File: src/design/knap_pkg.sv
// ----------------------------------------------------------------------------
// knap_pkg
// Shared sizes, state encoding and controller/datapath interface structs
// for the 0/1 knapsack engine.
// ----------------------------------------------------------------------------
package knap_pkg;

	localparam int MAX_ITEMS    = 32;
	localparam int MAX_CAPACITY = 255;
	localparam int VALUE_BITS   = 16;

	// fixed port widths
	localparam int WT_BITS     = 8;
	localparam int IN_VAL_BITS = 16;
	localparam int CAP_BITS    = 8;
	localparam int NUM_BITS    = 6;
	localparam int TOTAL_BITS  = 21;
	localparam int TOTAL_MAX   = (2 ** TOTAL_BITS) - 1;

	localparam int COLS       = MAX_CAPACITY + 1;
	localparam int COL_BITS   = $clog2(COLS);
	localparam int CNT_BITS   = $clog2(MAX_ITEMS + 1);
	localparam int IDX_BITS   = (MAX_ITEMS > 1) ? $clog2(MAX_ITEMS) : 1;
	localparam int ROW_BITS   = VALUE_BITS + CNT_BITS;
	localparam int TAKE_DEPTH = MAX_ITEMS * COLS;
	localparam int TAKE_ABITS = $clog2(TAKE_DEPTH);
	localparam int CMP_A      = (WT_BITS > CAP_BITS) ? WT_BITS : CAP_BITS;
	localparam int CMP_BITS   = (CMP_A > COL_BITS) ? CMP_A : COL_BITS;
	localparam int SAT_BITS   = (ROW_BITS > TOTAL_BITS) ? ROW_BITS : TOTAL_BITS;

	typedef enum logic [7:0] {
		S_IDLE    = 8'b0000_0001,
		S_SWEEP   = 8'b0000_0010,
		S_DRAIN   = 8'b0000_0100,
		S_NEXT    = 8'b0000_1000,
		S_TOT_RD  = 8'b0001_0000,
		S_TOT_EV  = 8'b0010_0000,
		S_WALK_RD = 8'b0100_0000,
		S_WALK_EV = 8'b1000_0000
	} knap_state_t;

	typedef struct packed {
		logic load;       // latch input beat, store item or flag drop
		logic sweep;      // issue one column update, step column down
		logic bump;       // item fully written into the row
		logic tot_rd;     // read row at capacity, arm walk back
		logic tot_ev;     // capture total, stage the total result
		logic walk_rd;    // read take bit and stored item of next older item
		logic adopt;      // taken item becomes the pending result
		logic push;       // move pending result to the output register
		logic push_last;  // pushed result closes the job
		logic clear;      // end of job
	} knap_cmd_t;

	typedef struct packed {
		logic full;
		logic last;
		logic col_one;
		logic walk_done;
		logic take;
		logic out_free;
	} knap_sts_t;

	function automatic logic [TAKE_ABITS-1:0] take_addr(
		input logic [CNT_BITS-1:0] idx,
		input logic [COL_BITS-1:0] col
	);
		logic [TAKE_ABITS-1:0] base;
		base = TAKE_ABITS'(TAKE_ABITS'(idx) * TAKE_ABITS'(COLS));
		return TAKE_ABITS'(base + TAKE_ABITS'(col));
	endfunction

endpackage

File: src/design/knap_ctrl.sv
// ----------------------------------------------------------------------------
// knap_ctrl
// Sequencer: per-item row sweep, total readout and walk back over take bits.
// ----------------------------------------------------------------------------
module knap_ctrl
	import knap_pkg::*;
(
	input  logic      clk,
	input  logic      arst_n,
	input  logic      in_valid,
	output logic      in_stall,
	input  knap_sts_t sts,
	output knap_cmd_t cmd
);

	knap_state_t state_q, state_d;

	always_ff @(posedge clk or negedge arst_n) begin
		if (!arst_n) begin
			state_q <= S_IDLE;
		end else begin
			state_q <= state_d;
		end
	end

	assign in_stall = (state_q != S_IDLE);

	always_comb begin
		state_d = state_q;
		cmd     = '0;
		case (state_q)
			S_IDLE: begin
				if (in_valid) begin
					cmd.load = 1'b1;
					state_d  = sts.full ? S_NEXT : S_SWEEP;
				end
			end
			S_SWEEP: begin
				cmd.sweep = 1'b1;
				if (sts.col_one) begin
					state_d = S_DRAIN;
				end
			end
			S_DRAIN: begin
				// last column write lands on this edge
				cmd.bump = 1'b1;
				state_d  = S_NEXT;
			end
			S_NEXT: begin
				state_d = sts.last ? S_TOT_RD : S_IDLE;
			end
			S_TOT_RD: begin
				cmd.tot_rd = 1'b1;
				state_d    = S_TOT_EV;
			end
			S_TOT_EV: begin
				cmd.tot_ev = 1'b1;
				state_d    = S_WALK_RD;
			end
			S_WALK_RD: begin
				if (sts.walk_done) begin
					if (sts.out_free) begin
						cmd.push      = 1'b1;
						cmd.push_last = 1'b1;
						cmd.clear     = 1'b1;
						state_d       = S_IDLE;
					end
				end else begin
					cmd.walk_rd = 1'b1;
					state_d     = S_WALK_EV;
				end
			end
			S_WALK_EV: begin
				if (!sts.take) begin
					state_d = S_WALK_RD;
				end else if (sts.out_free) begin
					cmd.push  = 1'b1;
					cmd.adopt = 1'b1;
					state_d   = S_WALK_RD;
				end
			end
			default: begin
				state_d = S_IDLE;
			end
		endcase
	end

endmodule

File: config.mk
export PLATFORM = sky130hd
export DESIGN_NAME = knap_ctrl
export DESIGN_NICKNAME = d
export VERILOG_FILES = /design/src/design/knap_pkg.sv /design/src/design/knap_ctrl.sv
export SDC_FILE = /design/constraint.sdc
export NUM_CORES = 1
export LEC_CHECK = 0
export BUFFER_PORTS_ARGS = -buffer_cell sky130_fd_sc_hd__buf_2
export CAP_MARGIN = 10
export CORE_AREA = 2 2 39 41
export CTS_CLUSTER_SIZE = 28
export DETAILED_ROUTE_END_ITERATION = 8
export DIE_AREA = 0 0 41 43
export GPL_TIMING_DRIVEN = 1
export MAX_ROUTING_LAYER = met4
export PLACE_DENSITY = 0.83
export SLEW_MARGIN = 20
export SYNTH_ARGS = -nofsm -noshare
export SYNTH_HDL_FRONTEND = slang
export SYNTH_SLANG_ARGS = --single-unit
File: constraint.sdc
create_clock -name clk -period 3.3 [get_ports clk]
set_input_delay 0.66 -clock clk [delete_from_list [all_inputs] [get_ports clk]]
set_output_delay 0.66 -clock clk [all_outputs]
set_load 0.01 [all_outputs]
==> results_dict.tcl, run 1 <==
set metrics [dict create \
    grt_pass1_wl_um 2570 \
    die_x_um 41 \
    post-cts-setup-buffers 0 \
    startpoint_type "flip-flop" \
    maxCapViolCount 0 \
    numClockSinks 8 \
    numCtsBuffers 3 \
    track_usage_pct 22.4 \
    critPathCaptureType "output pin" \
    crit_start "state_q[3]" \
    instances_no_fill 107 \
    regMostFlops "state_q" \
    finClkSkew_ns 0.0151 \
    dpl.cell_count 103 \
    leakagePower_nw 0.356 \
    drt_iter0_markers 15 \
    rows 14 \
    die_area_sq_um 1760 \
    antenna_cells 0 \
    grt_max_degree 11 \
    drtAntennaViolNets 0 \
    syn_avg_cell_area_sq_um 8.59 \
    max_freq_mhz 405 \
    synth-edff-count 0 \
    cts_hold_buf 0 \
    synthTopCellsByArea "dfrtp_1 (27%), nor2_1 (6.3%), nor3b_1 (4.6%)" \
    top_level_ports 20 \
    clkTransAtPathRegs_ns 0.07 \
    gp_congestion 0.842 \
    worst_pin_slew_ns 0.382 \
    vias 622 \
    post-dp-hpwl_um 1150 \
    hold_violations 0 \
    final_max_slew_viol_count 0 \
    clock_latency_ns 0.27 \
    vdd_drop_max_mv 0.397 \
    wirelength_um 1530 \
    ys_warn_count 0 \
    min_period_ns 2.47 \
    postCtsResizedCells 0 \
    period_share_pct 74.9 \
    max-clock-path-buffers 2 \
    crit_fanout 9 \
    rsz0062_at_grt "no" \
    netlist_top_cells_count "nor2_1 (11), dfrtp_1 (7), buf_2 (5), nand2_1 (5), nor3_1 (5)" \
    total_power_w 0.000518 \
    yosysTopAreaCellShare_pct 26.8 \
    ys.flop_type "dfrtp_1" \
    seqCellArea_sq_um 201 \
    cts_tree "built" \
    yosys.area.top_type "dfrtp_1" \
    portBuffers 19 \
    p_per_area_nw_per_um2 698 \
    multi_input_area_sq_um 389 \
    grt_pass1_vias 561 \
    die_height_um 43 \
    hp-class "in2async" \
    synth_area_sq_um 653 \
    ys_types 35 \
    reg.largest.list "state_q x8" \
    yosysMostFrequentCell "nor2_1" \
    drcViolationCount 0 \
    reg2reg_from "state_q[5]" \
    antenna_found_initial 0 \
    critPathCapture "cmd[0]" \
    via_per_inst 5.81 \
    grt-ovfl-total 0 \
    synth-seq-area-share_pct 30.8 \
    syn2layout_area_growth_pct 13.8 \
    relSlewSlack_pct 74.3 \
    outcome "completed" \
    largest_reg_flops 8 \
    setup_viol_count_final 0 \
    routedWlPerCell_um 14.3 \
    tns_ns 0 \
    syn-instance-count 76 \
    async_flop_share_pct 100 \
    r2r_cells 5 \
    worstPathArrival_ns 1.81 \
    crit_type "reg2out" \
    core_area_sq_um 1380 \
    start_util_pct 47.2 \
    cts_max_level 1 \
    syn-num-nets 85 \
    ys_ff_latch 8 \
    crit_required_ns 2.64 \
    ff2ff_setup_slack_ns 1.45 \
    fill_cells 142 \
    dr.pass1.iters 4 \
    fin_nets 101 \
    r2r_end "state_q[6]" \
    cts_root_buffer "clkbuf_4" \
    drive_gt1_share_pct 29.7 \
]
-- per-layer routing --
metal	GRT usage (%)	vias to the layer above	share of wire, %
met4	12.0	0	2.6
li1	-	303	-
met2	31.6	20	50
met1	29.9	295	43
met5	-	-	0
met3	3.14	4	4.2
-- critical path: stages (launching register included) --
cell and delay (ns):
dfrtp_1 0.47, nor2_1 0.23, nand2_1 0.11, nor3_1 0.28, nand3_1 0.15, nor2_1 0.15
buf_2 0.16
-- worst min-delay path by stage --
stage,startpoint,endpoint
floorplan,arst_n,state_q[1]
global placement,arst_n,state_q[1]
detailed placement,arst_n,state_q[1]
CTS,arst_n,state_q[5]
global route,arst_n,state_q[5]
finish,arst_n,state_q[5]
-- logic make-up after synthesis --
logic type,count (synthesis),share of synthesized area (%)
and+or+nand+nor,43,40.4
buffers and inverters,11,9.58
AOI/OAI and AO/OA,9,12.3
DFF,8,30.8
xor gates and xnor gates,4,5.36
muxes,1,1.53
-- cell usage in the layout (no fill, tap or decap), types with 3 or more instances in the layout --
| cell | count |
|---|---|
| nor2_1 | 11 |
| nor3_1 | 5 |
| nor3b_1 | 4 |
| inv_1 | 3 |
| buf_2 | 19 |
| dfrtp_1 | 7 |
| nand2_1 | 5 |
| clkbuf_4 | 3 |
-- cell type report --
| class | instances | area share, % |
|---|---|---|
| multi-input cells | 57 | 52.4 |
| flip-flops and latches | 8 | 27.1 |
| repair buffers | 19 | 12.8 |
| clock buffers | 4 | 3.54 |
| well taps | 16 | 2.69 |
| inverters | 3 | 1.52 |
-- through the flow --
step	setup slack (ns)	util [%]	instance area, sq um	hold WS [ns]
CTS	0.823	53.7	743	0.225
finish	0.828	53.7	743	0.222
detailed placement	1.12	51.8	717	0.518
global placement	1.18	51.8	717	0.517
floorplan	1.14	-	653	0.364
global route	0.684	53.7	743	0.234
-- report_power, final --
group	switching, W	total [W]	leakage (nW)	internal (W)
sequential	0.0000492	0.000174	0.107	0.000125
combinational	0.000142	0.000257	0.234	0.000115
clock	0.0000405	0.0000871	0.0150	0.0000466
total	0.000232	0.000518	0.356	0.000286
No activity file was read; power rests on OpenSTA's default activity.
==> run 2, diff against run 1 <==
CORE_AREA = unset   (was 2 2 39 41)
CORE_MARGIN = 2   (was unset)
CORE_UTILIZATION = 44   (was unset)
DIE_AREA = unset   (was 0 0 41 43)
PLACE_DENSITY = 0.79   (was 0.83)
clock period = 2.04 ns   (was 3.3 ns; I/O delays follow)
==> run 2 against run 1 <==
Net effect:
- non-clock buffer count up 13
- critical path depth down 2
- clock skew down 0.010 ns
- hold slack better by 0.12 ns
- sequential share of layout area down 3.9 points
- setup slack worse by 0.80 ns
- routed wire length up 13%
- largest cell class unchanged
==> results_dict.tcl, run 2 (synthesis results as in run 1) <==
set metrics [dict create \
    vias 694 \
    die_x_um 42.5 \
    startpoint_type "flip-flop" \
    cts_max_level 1 \
    die_height_um 42.5 \
    via_per_inst 5.83 \
    drt_iter0_markers 26 \
    dr.pass1.iters 4 \
    fill_cells 113 \
    min_period_ns 2.01 \
    core_area_sq_um 1350 \
    total_power_w 0.00102 \
    grt_pass1_vias 597 \
    antenna_cells 0 \
    fin_nets 114 \
    rows 13 \
    cts_tree "built" \
    instances_no_fill 119 \
    numClockSinks 8 \
    rsz0062_at_grt "yes" \
    mostFrequentLayoutCells "buf_2 (19), buf_4 (12), nor2_1 (8)" \
    grt_pass1_wl_um 2680 \
    vdd_drop_max_mv 0.693 \
    final_max_slew_viol_count 0 \
    leakagePower_nw 0.428 \
    drtAntennaViolNets 0 \
    drive_gt1_share_pct 49.0 \
    grt_max_degree 11 \
    p_per_area_nw_per_um2 1150 \
    worst_pin_slew_ns 0.385 \
    wirelength_um 1740 \
    top_level_ports 20 \
    period_share_pct 98.8 \
    hp-class "in2reg" \
    post-dp-hpwl_um 1100 \
    maxCapViolCount 0 \
    largest_reg_flops 8 \
    crit_required_ns 1.63 \
    hold_violations 0 \
    numCtsBuffers 3 \
    hold_path_depth 2 \
    regMostFlops "state_q" \
    gp_congestion 0.828 \
    outcome "completed" \
    relSlewSlack_pct 74.1 \
    finClkSkew_ns 0.00507 \
    crit_type "reg2out" \
    clock_latency_ns 0.26 \
    setup_viol_count_final 0 \
    r2r_cells 6 \
    syn2layout_area_growth_pct 36.2 \
    die_area_sq_um 1810 \
    portBuffers 19 \
    antenna_found_initial 0 \
    crit_fanout 8 \
    dpl.cell_count 105 \
    max-clock-path-buffers 2 \
    drcViolationCount 0 \
    grt-ovfl-total 0 \
    reg.largest.list "state_q x8" \
    routedWlPerCell_um 14.6 \
    max_freq_mhz 496 \
    track_usage_pct 20.4 \
    final_common_cell "buf_2" \
    critPathCaptureType "output pin" \
    start_util_pct 48.4 \
    cts_root_buffer "clkbuf_4" \
    worstPathArrival_ns 1.61 \
    clkTransAtPathRegs_ns 0.07 \
]
==> run 2: cell count changes in the layout (fill, tap and decap cells not counted), moves of 2 or more <==
cell	change
nor2_4	+2
dfrtp_1	-4
nor2_1	-3
dfrtp_2	+4
buf_4	+12
==> run 2: final timing paths <==
check                           slack [ns]       start          to
worst min-delay path                  0.34      sts[3]  state_q[1]
min in group asynchronous             0.52      arst_n  state_q[6]
worst min register to register        0.61  state_q[5]  state_q[5]
max in group asynchronous             1.27      arst_n  state_q[0]
worst max register to register        0.23  state_q[1]  state_q[6]
worst max-delay path                  0.03  state_q[4]      cmd[8]
==> run 2: per-layer routing <==
layer / GRT usage, % / wire length [um] / up-vias
met5: - / 0 / -
met1: 24.2 / 763 / 322
met2: 32.3 / 814 / 39
li1: - / - / 329
met3: 2.59 / 127 / 4
met4: 13.1 / 30 / 0
==> run 2: report_power, final <==
part           internal (W)  leakage (nW)  switching, W  total (W)
logic              0.000299         0.313      0.000332   0.000631
clock network     0.0000756        0.0150     0.0000673   0.000143
registers          0.000203         0.100     0.0000439   0.000246
==> run 2: repair_timing <==
item | in CTS | in global routing
setup endpoints to repair | 10 | 11
endpoints found under the hold margin | 7 | 0
hold buffers | 1 | 0
pin swaps | 1 | 5
gates resized for setup | 8 | 6
setup buffers | 1 | 8
==> run 2: stage by stage <==
stage	setup WS (ns)	TNS [ns]	utilization (%)	hold WS, ns	area [sq um]
finish	0.0253	0	65.9	0.337	890
global route	-0.103	-0.299	65.9	0.347	890
CTS	0.00712	0	59.7	0.335	806
detailed placement	0.161	0	54.7	0.267	738
global placement	0.198	0	54.7	0.261	738
floorplan	0.135	0	-	0.112	653
==> run 2: worst max-delay path, stage by stage (launching register included) <==
cell and delay [ns]:
dfrtp_2 0.46, nor4_4 0.37, nand4b_1 0.28, inv_1 0.10, buf_2 0.13
==> run 2: layout make-up <==
cell class / count / area [sq um] / area share (%)
Multi-Input combinational cell: 57 / 432 / 48.5
Sequential cell: 8 / 206 / 23.2
Timing Repair Buffer: 32 / 195 / 21.9
Clock buffer: 4 / 26.3 / 2.95
Tap cell: 15 / 18.8 / 2.11
Inverter: 3 / 11.3 / 1.27
==> run 3, diff against run 2 <==
MAX_ROUTING_LAYER = unset   (was met4)
RECOVER_POWER = 50   (was unset)
==> run 3 against run 2 <==
Net effect:
- critical path depth rose by 1
- setup slack worse by 0.0024 ns
- cell count did not move
- combinational power hardly changed
- count of clock-buffer cells in the layout unchanged
- cell area is 0.14% lower
==> results_dict.tcl, run 3 (synthesis results as in run 1) <==
set metrics [dict create \
    outcome "completed" \
    regMostFlops "state_q" \
    whs_ns 0.337 \
    drcViolationCount 0 \
    max_stage_delay_ns 0.41 \
    cts_root_buffer "clkbuf_4" \
    grt_pass1_wl_um 2670 \
    relSlewSlack_pct 67.8 \
    drtAntennaViolNets 0 \
    maxCapViolCount 0 \
    r2r_end "state_q[6]" \
    grt_pass1_vias 598 \
    r2r_cells 6 \
    antenna_found_initial 0 \
    worstPathArrival_ns 1.61 \
    cts_tree "built" \
    max_freq_mhz 496 \
    p_per_area_nw_per_um2 1150 \
    finClkSkew_ns 0.00424 \
    cp_num_buf_inv 1 \
    syn2layout_area_growth_pct 36.0 \
    critPathSlowestCell "dfrtp_1" \
    mostFrequentLayoutCells "buf_2 (18), buf_4 (12), nor2_1 (8)" \
    routedWlPerCell_um 14.4 \
    hp-class "in2reg" \
    final_common_cell "buf_2" \
    via_per_inst 5.81 \
    hold_start "sts[3]" \
    hold_path_depth 2 \
    wirelength_um 1720 \
    max-clock-path-buffers 2 \
    leakagePower_nw 0.426 \
    hold_violations 0 \
    ff2ff_setup_slack_ns 0.23 \
    vdd_drop_max_mv 0.689 \
    core_area_sq_um 1350 \
    utilization_pct 65.8 \
    drive_gt1_share_pct 48.1 \
    post-dp-hpwl_um 1100 \
    portBuffers 19 \
    grt-ovfl-total 0 \
    track_usage_pct 19.8 \
    dr.pass1.iters 5 \
    period_share_pct 98.9 \
    critPathCaptureType "output pin" \
    cp_top_family "simple AND/OR/NAND/NOR gates" \
    rsz0062_at_grt "yes" \
    crit_chain "nor2_4 -> nand2_2 -> or3_4 -> nor3b_1 -> buf_2" \
    die_height_um 42.5 \
    antenna_cells 0 \
    crit_fanout 3 \
    cts_max_level 1 \
    largest_reg_flops 8 \
    gp_congestion 0.816 \
    final_max_slew_viol_count 0 \
    crit_required_ns 1.63 \
    reg2reg_from "state_q[1]" \
    crit_type "reg2out" \
    clock_latency_ns 0.26 \
    top_level_ports 20 \
    setup_viol_count_final 0 \
    min_period_ns 2.02 \
    min_to "state_q[1]" \
    reg.largest.list "state_q x8" \
    grt_max_degree 11 \
    numClockSinks 8 \
    numCtsBuffers 3 \
    vias 691 \
    die_x_um 42.5 \
    startpoint_type "flip-flop" \
    rows 13 \
    drt_iter0_markers 39 \
    worst_pin_slew_ns 0.483 \
    clkTransAtPathRegs_ns 0.06 \
    die_area_sq_um 1810 \
    start_util_pct 48.4 \
    total_power_w 0.00102 \
    fin_nets 114 \
]
## run 3: area by class of cell
cell class,count,area [sq um]
Clock buffer,4,26.3
Fill cell,114,462
Sequential cell,8,206
Inverter,3,11.3
Tap cell,15,18.8
Timing Repair Buffer,32,194
Multi-Input combinational cell,57,432
## run 3: per-stage QoR
stage,setup WS (ns),cell area [sq um],instances,TNS (ns)
global route,-0.0990,888,119,-0.288
floorplan,0.135,653,76,0
detailed placement,0.161,738,105,0
finish,0.0228,888,119,0
global placement,0.198,738,105,0
CTS,0.00712,806,111,0
## run 3: metal layers
layer / wire length, um / vias to the layer above / GRT usage [%]
li1: - / 328 / -
met1: 785 / 324 / 24.0
met2: 797 / 31 / 32.3
met3: 91 / 8 / 2.59
met4: 44 / 0 / 13.1
met5: 0 / - / 0
## run 3: power by group
group	internal, W	switching (W)	leakage (nW)
Combinational	0.000299	0.000329	0.310
Sequential	0.000203	0.0000437	0.100
Clock	0.0000756	0.0000680	0.0150
Total	0.000577	0.000441	0.426
## run 3: timing repair
action | in CTS | in global routing
endpoints found under the setup margin | 10 | 11
pin swaps | 1 | 5
resized for setup | 8 | 6
endpoints found under the hold margin | 7 | 0
hold buffers | 1 | 0
setup buffers | 1 | 8
## run 3: how the worst max path moves through the flow
| stage | end | depth (start not counted) | slack, ns | startpoint |
|---|---|---|---|---|
| global route | cmd[8] | 4 | -0.1 | state_q[4] |
| global placement | cmd[6] | 5 | 0.20 | state_q[2] |
| detailed placement | cmd[6] | 5 | 0.16 | state_q[0] |
| floorplan | cmd[1] | 7 | 0.14 | state_q[2] |
| finish | cmd[5] | 5 | 0.02 | state_q[3] |
| CTS | cmd[6] | 5 | 0.007 | state_q[0] |
